## config.mk

```make
export PLATFORM = sky130hd
export DESIGN_NAME = rtmp_aggregate_deframer_flat
export DESIGN_NICKNAME = d
export VERILOG_FILES = /design/src/rtl/core/rad_pkg.sv /design/src/rtl/core/rad_msg_if.sv /design/src/rtl/core/rad_res_if.sv /design/src/rtl/core/rad_parser.sv /design/src/rtl/core/rtmp_aggregate_deframer.sv /design/src/flat_wrapper.sv
export SDC_FILE = /design/constraint.sdc
export NUM_CORES = 1
export LEC_CHECK = 0
export BUFFER_PORTS_ARGS = -buffer_cell sky130_fd_sc_hd__buf_2
export CAP_MARGIN = 20
export CORE_ASPECT_RATIO = 1.25
export CORE_MARGIN = 2
export CORE_UTILIZATION = 40
export DETAILED_ROUTE_END_ITERATION = 16
export GPL_TIMING_DRIVEN = 0
export PLACE_DENSITY = 0.55
export SYNTH_ARGS = -nofsm -noshare
export SYNTH_HDL_FRONTEND = slang
export SYNTH_SLANG_ARGS = --single-unit
```

## constraint.sdc

```tcl
create_clock -name clk -period 22.1 [get_ports clk]
set_clock_uncertainty 0.1 [all_clocks]
set_input_delay 2.21 -clock clk [delete_from_list [all_inputs] [get_ports clk]]
set_output_delay 2.21 -clock clk [all_outputs]
set_load 0.01 [all_outputs]
```

## src/rtl/core/rad_pkg.sv

```systemverilog
// rad_pkg: shared types and constants of the rtmp aggregate deframer
// item and result structs, parser phases, result kinds and error codes
// no dependencies
`timescale 1ns / 1ps

package rad_pkg;

    typedef enum logic [1:0] {
        PH_IDLE,
        PH_HEADER,
        PH_PAYLOAD,
        PH_TRAILER
    } phase_t;

    // result kinds
    localparam logic [1:0] KIND_HEADER  = 2'd0;
    localparam logic [1:0] KIND_PAYLOAD = 2'd1;
    localparam logic [1:0] KIND_ERROR   = 2'd2;

    // error codes
    localparam logic [1:0] ERR_TRUNC_HEADER = 2'd0;
    localparam logic [1:0] ERR_SIZE_OVERRUN = 2'd1;
    localparam logic [1:0] ERR_NO_TRAILER   = 2'd2;

    // header byte positions
    localparam logic [3:0] FLD_TYPE         = 4'd0;
    localparam logic [3:0] FLD_SIZE_LAST    = 4'd3;
    localparam logic [3:0] FLD_TIME_LAST    = 4'd6;
    localparam logic [3:0] FLD_TIME_HIGH    = 4'd7;
    localparam logic [3:0] FLD_STREAM_FIRST = 4'd8;
    localparam logic [3:0] FLD_REBASE       = 4'd9;
    localparam logic [3:0] FLD_HEADER_LAST  = 4'd10;

    localparam logic [3:0]  TRAILER_LEN = 4'd4;
    localparam logic [23:0] TRAILER_MIN = 24'd4;

    localparam logic [7:0] TYPE_AUDIO = 8'd8;
    localparam logic [7:0] TYPE_VIDEO = 8'd9;

    typedef struct packed {
        logic [7:0]  data_byte;
        logic        message_start;
        logic [23:0] message_length;
        logic [31:0] message_timestamp;
    } item_t;

    typedef struct packed {
        logic [1:0]  kind;
        logic [7:0]  sub_type;
        logic [23:0] sub_size;
        logic [30:0] sub_raw_time;
        logic [31:0] sub_time;
        logic [23:0] sub_stream;
        logic [7:0]  payload_byte;
        logic        last_byte;
        logic [1:0]  error_code;
    } result_t;

endpackage

```

## src/rtl/core/rad_msg_if.sv

```systemverilog
// rad_msg_if: input channel of the deframer, one payload byte per item
// valid/ready handshake with message start, length and timestamp
// no dependencies
`timescale 1ns / 1ps

interface rad_msg_if;
    logic        valid;
    logic        ready;
    logic [7:0]  data_byte;
    logic        message_start;
    logic [23:0] message_length;
    logic [31:0] message_timestamp;

    modport source (
        output valid,
        output data_byte,
        output message_start,
        output message_length,
        output message_timestamp,
        input  ready
    );

    modport sink (
        input  valid,
        input  data_byte,
        input  message_start,
        input  message_length,
        input  message_timestamp,
        output ready
    );
endinterface

```

## src/rtl/core/rad_res_if.sv

```systemverilog
// rad_res_if: result channel of the deframer, header, payload or error items
// valid/ready handshake
// no dependencies
`timescale 1ns / 1ps

interface rad_res_if;
    logic        valid;
    logic        ready;
    logic [1:0]  kind;
    logic [7:0]  sub_type;
    logic [23:0] sub_size;
    logic [30:0] sub_raw_time;
    logic [31:0] sub_time;
    logic [23:0] sub_stream;
    logic [7:0]  payload_byte;
    logic        last_byte;
    logic [1:0]  error_code;

    modport source (
        output valid,
        output kind,
        output sub_type,
        output sub_size,
        output sub_raw_time,
        output sub_time,
        output sub_stream,
        output payload_byte,
        output last_byte,
        output error_code,
        input  ready
    );

    modport sink (
        input  valid,
        input  kind,
        input  sub_type,
        input  sub_size,
        input  sub_raw_time,
        input  sub_time,
        input  sub_stream,
        input  payload_byte,
        input  last_byte,
        input  error_code,
        output ready
    );
endinterface

```

## src/rtl/core/rad_parser.sv

```systemverilog
// rad_parser: per-byte sub-message parser state machine of the deframer
// header assembly, counters, timestamp rebasing and result forming
// depends on rad_pkg
`timescale 1ns / 1ps

module rad_parser
    import rad_pkg::*;
(
    input  logic    clk,
    input  logic    rst_n,
    input  logic    step_en,
    input  item_t   item,
    output logic    res_valid,
    output result_t res
);

    phase_t      phase_reg, phase_next;
    logic [3:0]  count_reg, count_next;
    logic [7:0]  type_reg, type_next;
    logic [23:0] size_reg, size_next;
    logic [30:0] time_reg, time_next;
    logic [23:0] stream_reg, stream_next;
    logic [23:0] left_reg, left_next;
    logic [23:0] pay_left_reg, pay_left_next;
    logic [30:0] base_reg, base_next;
    logic        first_reg, first_next;
    logic        fwd_reg, fwd_next;
    logic [31:0] parent_reg, parent_next;
    logic [31:0] rebase_reg, rebase_next;

    // values after a message start is applied
    phase_t      cur_phase;
    logic [3:0]  cur_count;
    logic [23:0] cur_left;
    logic        cur_first;
    logic [23:0] rem;
    logic [23:0] trail_room;
    logic [30:0] time_full;
    logic [3:0]  trail_count;

    assign cur_left    = item.message_start ? item.message_length : left_reg;
    assign cur_count   = item.message_start ? FLD_TYPE : count_reg;
    assign cur_first   = item.message_start ? 1'b0 : first_reg;
    assign rem         = cur_left - 24'd1;
    assign trail_room  = rem - size_reg;
    assign time_full   = {item.data_byte[6:0], time_reg[23:0]};
    assign trail_count = cur_count + 4'd1;

    always_comb
    begin
        if (item.message_start)
        begin
            cur_phase = (item.message_length != 24'd0) ? PH_HEADER : PH_IDLE;
        end
        else
        begin
            cur_phase = phase_reg;
        end
    end

    always_ff @(posedge clk or negedge rst_n)
    begin
        if (!rst_n)
        begin
            phase_reg    <= PH_IDLE;
            count_reg    <= '0;
            type_reg     <= '0;
            size_reg     <= '0;
            time_reg     <= '0;
            stream_reg   <= '0;
            left_reg     <= '0;
            pay_left_reg <= '0;
            base_reg     <= '0;
            first_reg    <= 1'b0;
            fwd_reg      <= 1'b0;
            parent_reg   <= '0;
            rebase_reg   <= '0;
        end
        else if (step_en)
        begin
            phase_reg    <= phase_next;
            count_reg    <= count_next;
            type_reg     <= type_next;
            size_reg     <= size_next;
            time_reg     <= time_next;
            stream_reg   <= stream_next;
            left_reg     <= left_next;
            pay_left_reg <= pay_left_next;
            base_reg     <= base_next;
            first_reg    <= first_next;
            fwd_reg      <= fwd_next;
            parent_reg   <= parent_next;
            rebase_reg   <= rebase_next;
        end
    end

    always_comb
    begin
        phase_next    = cur_phase;
        count_next    = cur_count;
        type_next     = type_reg;
        size_next     = size_reg;
        time_next     = time_reg;
        stream_next   = stream_reg;
        left_next     = cur_left;
        pay_left_next = pay_left_reg;
        base_next     = base_reg;
        first_next    = cur_first;
        fwd_next      = fwd_reg;
        parent_next   = item.message_start ? item.message_timestamp : parent_reg;
        rebase_next   = rebase_reg;
        res_valid     = 1'b0;
        res           = '0;

        if (cur_phase == PH_IDLE || cur_left == 24'd0)
        begin
            phase_next = PH_IDLE;
        end
        else
        begin
            left_next = rem;
            case (cur_phase)
                PH_HEADER:
                begin
                    if (cur_count == FLD_TYPE)
                    begin
                        type_next   = item.data_byte;
                        size_next   = '0;
                        time_next   = '0;
                        stream_next = '0;
                    end
                    else if (cur_count <= FLD_SIZE_LAST)
                    begin
                        size_next = {size_reg[15:0], item.data_byte};
                    end
                    else if (cur_count <= FLD_TIME_LAST)
                    begin
                        time_next = {7'd0, time_reg[15:0], item.data_byte};
                    end
                    else if (cur_count == FLD_TIME_HIGH)
                    begin
                        time_next = time_full;
                        if (!cur_first)
                        begin
                            base_next  = time_full;
                            first_next = 1'b1;
                        end
                    end
                    else
                    begin
                        stream_next = {stream_reg[15:0], item.data_byte};
                    end

                    // rebase in two adds while the stream id arrives
                    if (cur_count == FLD_STREAM_FIRST)
                    begin
                        rebase_next = {1'b0, time_reg} - {1'b0, base_reg};
                    end
                    else if (cur_count == FLD_REBASE)
                    begin
                        rebase_next = parent_reg + rebase_reg;
                    end

                    if (cur_count < FLD_HEADER_LAST)
                    begin
                        count_next = cur_count + 4'd1;
                        if (rem == 24'd0)
                        begin
                            phase_next     = PH_IDLE;
                            res_valid      = 1'b1;
                            res.kind       = KIND_ERROR;
                            res.error_code = ERR_TRUNC_HEADER;
                        end
                    end
                    else
                    begin
                        count_next = FLD_TYPE;
                        if (size_reg > rem)
                        begin
                            phase_next     = PH_IDLE;
                            res_valid      = 1'b1;
                            res.kind       = KIND_ERROR;
                            res.error_code = ERR_SIZE_OVERRUN;
                        end
                        else if (trail_room < TRAILER_MIN)
                        begin
                            phase_next     = PH_IDLE;
                            res_valid      = 1'b1;
                            res.kind       = KIND_ERROR;
                            res.error_code = ERR_NO_TRAILER;
                        end
                        else
                        begin
                            fwd_next      = (type_reg == TYPE_AUDIO) || (type_reg == TYPE_VIDEO);
                            pay_left_next = size_reg;
                            phase_next    = (size_reg != 24'd0) ? PH_PAYLOAD : PH_TRAILER;
                            if (fwd_next)
                            begin
                                res_valid        = 1'b1;
                                res.kind         = KIND_HEADER;
                                res.sub_type     = type_next;
                                res.sub_size     = size_next;
                                res.sub_raw_time = time_next;
                                res.sub_time     = rebase_next;
                                res.sub_stream   = stream_next;
                            end
                        end
                    end
                end

                PH_PAYLOAD:
                begin
                    if (fwd_reg)
                    begin
                        res_valid        = 1'b1;
                        res.kind         = KIND_PAYLOAD;
                        res.sub_type     = type_reg;
                        res.sub_size     = size_reg;
                        res.sub_raw_time = time_reg;
                        res.sub_time     = rebase_reg;
                        res.sub_stream   = stream_reg;
                        res.payload_byte = item.data_byte;
                        res.last_byte    = (pay_left_reg == 24'd1);
                    end
                    pay_left_next = pay_left_reg - 24'd1;
                    if (pay_left_next == 24'd0)
                    begin
                        phase_next = PH_TRAILER;
                        count_next = FLD_TYPE;
                    end
                    if (rem == 24'd0)
                    begin
                        phase_next = PH_IDLE;
                    end
                end

                PH_TRAILER:
                begin
                    count_next = trail_count;
                    if (trail_count >= TRAILER_LEN)
                    begin
                        count_next = FLD_TYPE;
                        phase_next = PH_HEADER;
                    end
                    if (rem == 24'd0)
                    begin
                        phase_next = PH_IDLE;
                    end
                end

                default:
                begin
                    phase_next = PH_IDLE;
                end
            endcase
        end
    end

`ifndef SYNTHESIS
    a_header_count: assert property (@(posedge clk) disable iff (!rst_n)
        phase_reg == PH_HEADER |-> count_reg <= FLD_HEADER_LAST)
        else $error("header byte position out of range");

    a_error_idles: assert property (@(posedge clk) disable iff (!rst_n)
        step_en && res_valid && res.kind == KIND_ERROR |=> phase_reg == PH_IDLE)
        else $error("parser not idle after an error item");

    a_payload_left: assert property (@(posedge clk) disable iff (!rst_n)
        phase_reg == PH_PAYLOAD |-> pay_left_reg != 24'd0)
        else $error("payload phase with no payload bytes left");
`endif

endmodule

```

## src/rtl/core/rtmp_aggregate_deframer.sv

```systemverilog
// rtmp_aggregate_deframer: top level, splits an aggregate message into sub-messages
// input register, parser state machine and result register
// depends on rad_pkg, rad_msg_if, rad_res_if, rad_parser
`timescale 1ns / 1ps

// takes the payload of an aggregate message one byte per item and gives one item
// per forwarded sub-message header (audio and video only), one per payload byte of
// those, or one error item on a truncated header, a size overrun or a missing
// trailer, after which the rest of the message is dropped. the block sustains one
// byte per clock while the result register is empty or being read: a byte is held
// in the input register, the parser updates its header and counter state on it and
// writes any result into the result register, from which it can be taken. the
// result register decouples the two sides, and a new byte is taken whenever the
// input register is empty or moves on in the same cycle. the rebased timestamp is
// built with two adds while the stream id bytes arrive, so no cycle carries more
// than one 32-bit add. no reset sweep is needed: the block is ready right after
// reset

module rtmp_aggregate_deframer
    import rad_pkg::*;
(
    input  logic      clk,
    input  logic      rst_n,
    rad_msg_if.sink   msg,
    rad_res_if.source res
);

    // input register
    logic    in_valid_reg;
    item_t   in_item_reg;

    // result register
    logic    out_valid_reg;
    result_t out_res_reg;

    // parser outputs
    logic    step_valid;
    result_t step_res;
    logic    advance;

    // the parser consumes the held byte whenever its result has somewhere to go
    assign advance   = in_valid_reg && (!out_valid_reg || res.ready);
    assign msg.ready = !in_valid_reg || advance;

    always_ff @(posedge clk or negedge rst_n)
    begin
        if (!rst_n)
        begin
            in_valid_reg <= 1'b0;
        end
        else if (msg.ready)
        begin
            in_valid_reg <= msg.valid;
        end
    end

    always_ff @(posedge clk)
    begin
        if (msg.ready && msg.valid)
        begin
            in_item_reg.data_byte         <= msg.data_byte;
            in_item_reg.message_start     <= msg.message_start;
            in_item_reg.message_length    <= msg.message_length;
            in_item_reg.message_timestamp <= msg.message_timestamp;
        end
    end

    rad_parser u_parser (
        .clk       (clk),
        .rst_n     (rst_n),
        .step_en   (advance),
        .item      (in_item_reg),
        .res_valid (step_valid),
        .res       (step_res)
    );

    // a byte with no result still frees the result register if it was taken
    always_ff @(posedge clk or negedge rst_n)
    begin
        if (!rst_n)
        begin
            out_valid_reg <= 1'b0;
        end
        else if (advance)
        begin
            out_valid_reg <= step_valid;
        end
        else if (res.ready)
        begin
            out_valid_reg <= 1'b0;
        end
    end

    always_ff @(posedge clk)
    begin
        if (advance && step_valid)
        begin
            out_res_reg <= step_res;
        end
    end

    assign res.valid        = out_valid_reg;
    assign res.kind         = out_res_reg.kind;
    assign res.sub_type     = out_res_reg.sub_type;
    assign res.sub_size     = out_res_reg.sub_size;
    assign res.sub_raw_time = out_res_reg.sub_raw_time;
    assign res.sub_time     = out_res_reg.sub_time;
    assign res.sub_stream   = out_res_reg.sub_stream;
    assign res.payload_byte = out_res_reg.payload_byte;
    assign res.last_byte    = out_res_reg.last_byte;
    assign res.error_code   = out_res_reg.error_code;

`ifndef SYNTHESIS
    a_no_stall_when_empty: assert property (@(posedge clk) disable iff (!rst_n)
        !out_valid_reg |-> msg.ready)
        else $error("input stalled while result register is empty");

    a_error_fields_clear: assert property (@(posedge clk) disable iff (!rst_n)
        out_valid_reg && out_res_reg.kind == KIND_ERROR |->
            out_res_reg.sub_size == 24'd0 && out_res_reg.sub_stream == 24'd0 &&
            out_res_reg.payload_byte == 8'd0 && !out_res_reg.last_byte)
        else $error("error item carries header or payload fields");

    a_last_only_payload: assert property (@(posedge clk) disable iff (!rst_n)
        out_valid_reg && out_res_reg.last_byte |-> out_res_reg.kind == KIND_PAYLOAD)
        else $error("last byte flag on a non-payload item");
`endif

endmodule

```

## src/flat_wrapper.sv

```systemverilog
// flat-port wrapper written by rule: the top's interface ports become plain ports
module rtmp_aggregate_deframer_flat import rad_pkg::*;
  (clk, rst_n, msg_valid, msg_data_byte, msg_message_start, msg_message_length, msg_message_timestamp, msg_ready, res_valid, res_kind, res_sub_type, res_sub_size, res_sub_raw_time, res_sub_time, res_sub_stream, res_payload_byte, res_last_byte, res_error_code, res_ready);
  rad_msg_if msg_i ();
  rad_res_if res_i ();
  input  logic clk;
  input  logic rst_n;
  input wire logic [$bits(msg_i.valid)-1:0] msg_valid;
  input wire logic [$bits(msg_i.data_byte)-1:0] msg_data_byte;
  input wire logic [$bits(msg_i.message_start)-1:0] msg_message_start;
  input wire logic [$bits(msg_i.message_length)-1:0] msg_message_length;
  input wire logic [$bits(msg_i.message_timestamp)-1:0] msg_message_timestamp;
  output wire logic [$bits(msg_i.ready)-1:0] msg_ready;
  output wire logic [$bits(res_i.valid)-1:0] res_valid;
  output wire logic [$bits(res_i.kind)-1:0] res_kind;
  output wire logic [$bits(res_i.sub_type)-1:0] res_sub_type;
  output wire logic [$bits(res_i.sub_size)-1:0] res_sub_size;
  output wire logic [$bits(res_i.sub_raw_time)-1:0] res_sub_raw_time;
  output wire logic [$bits(res_i.sub_time)-1:0] res_sub_time;
  output wire logic [$bits(res_i.sub_stream)-1:0] res_sub_stream;
  output wire logic [$bits(res_i.payload_byte)-1:0] res_payload_byte;
  output wire logic [$bits(res_i.last_byte)-1:0] res_last_byte;
  output wire logic [$bits(res_i.error_code)-1:0] res_error_code;
  input wire logic [$bits(res_i.ready)-1:0] res_ready;
  assign msg_i.valid = msg_valid;
  assign msg_i.data_byte = msg_data_byte;
  assign msg_i.message_start = msg_message_start;
  assign msg_i.message_length = msg_message_length;
  assign msg_i.message_timestamp = msg_message_timestamp;
  assign msg_ready = msg_i.ready;
  assign res_valid = res_i.valid;
  assign res_kind = res_i.kind;
  assign res_sub_type = res_i.sub_type;
  assign res_sub_size = res_i.sub_size;
  assign res_sub_raw_time = res_i.sub_raw_time;
  assign res_sub_time = res_i.sub_time;
  assign res_sub_stream = res_i.sub_stream;
  assign res_payload_byte = res_i.payload_byte;
  assign res_last_byte = res_i.last_byte;
  assign res_error_code = res_i.error_code;
  assign res_i.ready = res_ready;
  rtmp_aggregate_deframer u_core (.clk(clk), .rst_n(rst_n), .msg(msg_i), .res(res_i));
endmodule
```

==> results of run 1 <==
-- per-stage QoR --
stage	setup slack (ns)	power [mW]	cells	instance area, sq um
floorplan	9.75	1.12	2294	23900
global placement	4.79	1.23	3261	25900
detailed placement	12.05	1.23	3269	26100
CTS	12.06	2.07	3359	27700
global route	11.64	2.13	3359	27700
finish	12.00	2.05	3359	27700
-- cell usage after synthesis, drive strengths merged, types with 15 or more instances --
| master | count |
|---|---|
| or3 | 23 |
| mux2i | 32 |
| nand4 | 20 |
| clkbuf | 76 |
| and2 | 23 |
| a21o | 37 |
| xor2 | 44 |
| inv | 106 |
| o211ai | 23 |
| a22o | 94 |
| nand2b | 31 |
| ha | 98 |
| nand2 | 213 |
| o31ai | 30 |
| nor2b | 53 |
| nand3 | 41 |
| nor4 | 36 |
| buf | 35 |
| mux2 | 79 |
| edfxtp | 197 |
| a21oi | 116 |
| a31oi | 19 |
| o22ai | 17 |
| nor3 | 46 |
| o21ai | 160 |
| xnor2 | 53 |
| a211oi | 15 |
| nor2 | 146 |
| dfrtp | 240 |
-- worst max path at each step --
stage,start,end,slack (ns),cells after the start
2_1_floorplan,u_core.in_item_reg[56],u_core.res.error_code[0],9.75,26
3_3_place_gp,u_core.in_item_reg[56],u_core.res.sub_raw_time[8],4.79,26
3_5_place_dp,u_core.in_item_reg[56],u_core.res.sub_raw_time[7],12.05,29
4_1_cts,u_core.in_item_reg[56],u_core.res.sub_raw_time[8],12.06,29
5_1_grt,u_core.in_item_reg[56],u_core.res.sub_raw_time[8],11.64,29
6_report,u_core.in_item_reg[56],u_core.res.sub_raw_time[8],12.00,29
-- logic make-up after synthesis --
kind of cell / share of synthesized area, %
simple gates: 14.3
compound gates: 18.3
flops: 49.8
buf+inv: 3.75
mux: 5.05
fa+ha+maj: 5.29
xor+xnor: 3.55
-- metal layers --
| metal | GRT usage [%] | up-vias | routed length [um] |
|---|---|---|---|
| met5 | 0 | - | 0 |
| met4 | 9.48 | 0 | 3080 |
| met3 | 3.06 | 145 | 3510 |
| met2 | 44.8 | 584 | 40100 |
| met1 | 29.7 | 9650 | 30600 |
| li1 | - | 9057 | - |
-- cells in the final DEF, fill, tap and decap left out, types with 53 or more instances in the layout --
cell type  count
a21oi_1      116
a22o_1        94
buf_2        219
clkbuf_1      84
dfrtp_1      240
edfxtp_1     197
ha_1          98
inv_1        105
mux2_2        76
nand2_1      213
nor2_1       143
nor2b_1       53
o21ai_0      147
xnor2_1       53
-- critical path, delay by kind of cell, from the launching register on --
family                     cells  cell delay (ns)
buffers and inverters         10             3.60
and+or+nand+nor                6             2.11
AOI/OAI and AO/OA              7             1.96
muxes                          3             0.86
adders and majority gates      2             0.63
DFF                            1             0.37
xor gates and xnor gates       1             0.09
-- cell type report --
type,instances,area (sq um),share of cell area [%]
Buffer,111,495,1.79
Tap cell,765,957,3.45
Inverter,107,402,1.45
Clock inverter,30,332,1.20
Clock buffer,60,1290,4.64
Sequential cell,437,11900,43.0
Multi-Input combinational cell,1639,11100,40.2
Timing Repair Buffer,210,1190,4.30
-- power breakdown --
part	switching, mW	total, mW	leakage (nW)	internal (mW)
registers	0.0337	0.916	4.98	0.882
clock network	0.357	0.833	0.783	0.477
logic	0.192	0.302	5.56	0.109
total	0.583	2.05	11.3	1.47
==> results.ini, run 1 <==
[worst_setup_path]
cp_slowest_stage_delay_ns = 0.75
r2r_slack_ns = 12.00
rr_endpoint = u_core.res.sub_raw_time[8]
cp_common_cell = buf_2
crit_slowest_cell = buf_1
ff2ff_path_depth = 29
crit_path_start_kind = register
reg2reg_from = u_core.in_item_reg[56]
arrival_ns = 10.30
worst-endpoint-required_ns = 22.30
end_kind = register
crit_type = register to register
path_max_fanout = 33

[clocking]
cts_buffer_depth = 3
htree_levels = 2
cts_tree = built
cts-root-buf = clkbuf_16
cts_resized = 0
path_clk_slew_ns = 0.06
clock_latency_ns = 0.61
hold_buffers = 0
cts_buffers = 48
cts.sinks = 437
post-cts-setup-buffers = 0

[final_layout]
area_growth_pct = 15.8
largest_reg_flops = 65
final_core_util_pct = 46.6
n_fill_cell = 5548
nNetsFinal = 2723
antenna_cells = 0
drive_above_1_share_pct = 16.1

[synthesis]
synth_top_cell_by_area = dfrtp_1
synth_edf_count = 197
async_reset_ff_share_pct = 54.9
synth_nets = 2463
synth.area.top_cells = dfrtp_1 25%, edfxtp_1 25%, ha_1 5.1%
synth_cells = 2294
ys_ff_latch = 437
syn_area_per_cell_sq_um = 10.4
yosysSeqAreaShare_pct = 49.8
synth_cell_type_count = 91
synth_top_flop_cell = dfrtp_1
synth.cell_area_sq_um = 23900
netlist.area_leader.share_pct = 25.1
ys_warn_count = 0

[sta]
whs_ns = 0.376
worstMarginPinSlew_ns = 1.15
relSlewSlack_pct = 22.4
post-route-min-period_ns = 10.10
drv_slew = 0
finalSetupViolCount = 0
finalSetupTns_ns = 0
period_share_pct = 45.7
fmax_mhz = 99.1
hold_viol = 0
rsz0062_at_grt = false

[route]
firstDrtPassIters = 6
drt_iter0_drc = 1700
dr_total_vias = 19400
wl_per_cell_um = 23.0
ant_nets = 0
drc = 0
post_drt_via_cell_ratio = 5.79
routed_wirelength_um = 77200

[global_route]
track_usage_pct = 24.7
grt_pass1_vias = 19200
grt_max_degree = 119
grt_pass1_wl_um = 117000
grt_overflow = 0
antenna_found_initial = 0

[placed_design]
numPortBuffers = 202
hpwl_um = 58100
gp_congestion = 0.929

[floorplanning]
start_util_pct = 40.3
io_pins = 203
die-area_sq_um = 61800
coreArea_sq_um = 59400
num_rows = 100
die_w_um = 223
fp.dieH_um = 278

[pwr]
ir_drop_mv = 0.0533
p_per_area_nw_per_um2 = 74.0
cellLeakagePower_nw = 11.3

[min_path]
min_path_type = register to register
hold_path_depth = 1
worstHoldEndpoint = u_core.u_parser.first_reg
min_from = u_core.u_parser.first_reg

[job]
cap_violations = 0

[status]
status = finished, final reports clean

Power figures use the tool's default switching activity.
==> inputs of run 2 (changes only) <==
--- a/config.mk
+++ b/config.mk
@@ -5,6 +5,7 @@
 export SDC_FILE = /design/constraint.sdc
 export NUM_CORES = 1
 export LEC_CHECK = 0
+export ABC_AREA = 1
 export BUFFER_PORTS_ARGS = -buffer_cell sky130_fd_sc_hd__buf_2
 export CAP_MARGIN = 20
 export CORE_ASPECT_RATIO = 1.25
==> constraint.sdc (replaced) <==
create_clock -name clk -period 9.7 [get_ports clk]
set_clock_uncertainty 0.1 [all_clocks]
set_input_delay 0.97 -clock clk [delete_from_list [all_inputs] [get_ports clk]]
set_output_delay 0.97 -clock clk [all_outputs]
set_load 0.01 [all_outputs]
==> results.ini, run 2 <==
[status]
status = finished, final reports clean

[clocking]
path_clk_slew_ns = 0.06
cts_tree = built
hold_buffers = 0
cts-root-buf = clkbuf_16
post-cts-setup-buffers = 0
cts_buffer_depth = 3
htree_levels = 2
clock_latency_ns = 0.62
cts.sinks = 437
cts_resized = 0
cts_buffers = 49

[synthesis]
synth_top_flop_cell = dfrtp_1
synth.cell_area_sq_um = 27000
synth_cells = 3530
syn_area_per_cell_sq_um = 7.66
synth_edf_count = 197
synth.area.top_cells = dfrtp_1 22%, edfxtp_1 22%, nand2_1 13%
synthTopCellsByCount = 962 x nand2_1, 359 x inv_1, 350 x a21oi_1
yosysMostFrequentCell = nand2_1
synth_cell_type_count = 50
synth_nets = 3699
netlist.area_leader.share_pct = 22.2
ys_warn_count = 0
ys_ff_latch = 437
async_reset_ff_share_pct = 54.9
synth_top_cell_by_area = dfrtp_1
yosysSeqAreaShare_pct = 44.1

[floorplanning]
coreArea_sq_um = 66800
start_util_pct = 40.5
io_pins = 203
die_w_um = 237
fp.dieH_um = 295
num_rows = 106
die-area_sq_um = 69700

[global_route]
track_usage_pct = 27.9
antenna_found_initial = 1
grt_pass1_wl_um = 149000
grt_pass1_vias = 25100
grt_overflow = 0
grt_max_degree = 106

[worst_setup_path]
path_max_fanout = 84
worst-endpoint-required_ns = 9.85
crit_slowest_cell = inv_6
cp_slowest_stage_delay_ns = 0.46
cp_common_cell = nand2_1
crit_type = register to register
arrival_ns = 6.39
ff2ff_path_depth = 28
end_kind = register
crit_path_start_kind = register

[final_layout]
layout.cells.most_common = nand2_1
largest_reg_flops = 65
nNetsFinal = 3955
layout_common_cells = 962 x nand2_1, 357 x inv_1, 350 x a21oi_1, 270 x o21ai_0, 245 x buf_2
final_cells = 4692
finalInstanceArea_sq_um = 30900
drive_above_1_share_pct = 10.8
area_growth_pct = 14.3
final_core_util_pct = 46.2

[sta]
drv_slew = 0
rsz0062_at_grt = false
period_share_pct = 64.3
finalSetupTns_ns = 0
whs_ns = 0.150
worstMarginPinSlew_ns = 0.983
finalSetupViolCount = 0
relSlewSlack_pct = 34.5
hold_viol = 0
post-route-min-period_ns = 6.24
fmax_mhz = 160

[job]
cap_violations = 0

[route]
route.met2.wl_um = 48800
drt_iter0_drc = 2565
routed_wirelength_um = 98600
drc = 0
top_layer_used = met4
dr_total_vias = 25600
firstDrtPassIters = 6
post_drt_via_cell_ratio = 5.45
ant_nets = 0
routed-wl-met3_um = 4840
wl_per_cell_um = 21.0
wl_met1_um = 40000

[pwr]
p_per_area_nw_per_um2 = 240
clkPwrFrac_pct = 26.4
combPwrFrac_pct = 40.6
cellLeakagePower_nw = 13.9
ir_drop_mv = 0.123
intPower_mw = 4.23
power_switching_mw = 3.19
p_sw_share_pct = 43.0
power_frac_seq_pct = 33.0

[placed_design]
numPortBuffers = 202
dpl.cell_count = 4599
place_area_sq_um = 29200
gp_congestion = 0.965
hpwl_um = 76400

[min_path]
min_path_type = primary input to async pin

==> run 2: cell types whose count changed after synthesis, sizes merged, moves of 94 or more <==
cell,change
nand4,+128
a22o,-94
inv,+260
a21oi,+234
o21ai,+219
nand2,+763
nor2,+108
nand3,+101
==> run 2: final timing paths <==
check	slack (ns)	endpoint	from
hold / removal	0.15	u_core.u_parser.parent_reg[14]	rst_n
setup / recovery	3.46	u_core.res.sub_size[12]	u_core.in_item_reg[56]
setup reg to reg	3.46	u_core.res.sub_size[12]	u_core.in_item_reg[56]
hold reg to reg	0.32	u_core.u_parser.parent_reg[2]	u_core.in_item_reg[2]
max in group asynchronous	7.92	u_core.u_parser.pay_left_reg[3]	rst_n
min in group clk	0.32	u_core.u_parser.parent_reg[2]	u_core.in_item_reg[2]
==> run 2: critical path, delay by kind of cell, from the launching register on <==
kind	cells	cell delay (ns)
AND/OR/NAND/NOR	16	2.05
buffers and inverters	7	1.71
AO/OA/AOI/OAI	3	0.75
flip-flops	1	0.44
adder cells (fa/ha/maj)	1	0.41
XOR/XNOR	1	0.29
==> run 2: metal layers <==
layer,vias up,GRT usage [%]
met1,12100,34.3
met2,833,49.2
met3,212,3.09
met4,0,12.9
li1,12400,-
met5,-,0
==> run 2: area by class of cell <==
cell class,count,area [sq um]
Fill cell,6938,35900
Multi-Input combinational cell,2562,12900
Sequential cell,437,11900
Inverter,370,1400
Clock buffer,61,1330
Timing Repair Buffer,205,1100
Tap cell,864,1080
Buffer,161,836
Clock inverter,31,335
Antenna cell,1,2.50
==> run 2: cells by family (layout without fill, tap and decap cells) <==
group	count (synthesis)	after routing	synth area share (%)
AO/OA/AOI/OAI	805	805	15.6
XOR/XNOR	56	56	1.81
adder cells (fa/ha/maj)	100	100	4.68
buffers and inverters	531	828	8.23
flip-flops	437	437	44.1
other	0	1	0
AND/OR/NAND/NOR	1601	1601	25.6
==> run 2: metrics by stage <==
step / total power, mW / setup WS [ns]
2_1_floorplan: 4.50 / 3.12
3_5_place_dp: 5.45 / 3.50
6_report: 7.43 / 3.46
5_1_grt: 7.90 / 3.00
4_1_cts: 7.44 / 3.51
3_3_place_gp: 5.46 / 0.435
==> run 2: power groups by stage <==
stage               logic, mW  registers [mW]  clock network [mW]
finish                   3.02            2.45                1.96
global route             3.36            2.47                2.07
CTS                      2.99            2.45                2.00
detailed placement       2.97            2.48                   0
global placement         2.97            2.48                   0
floorplan                2.14            2.36                   0
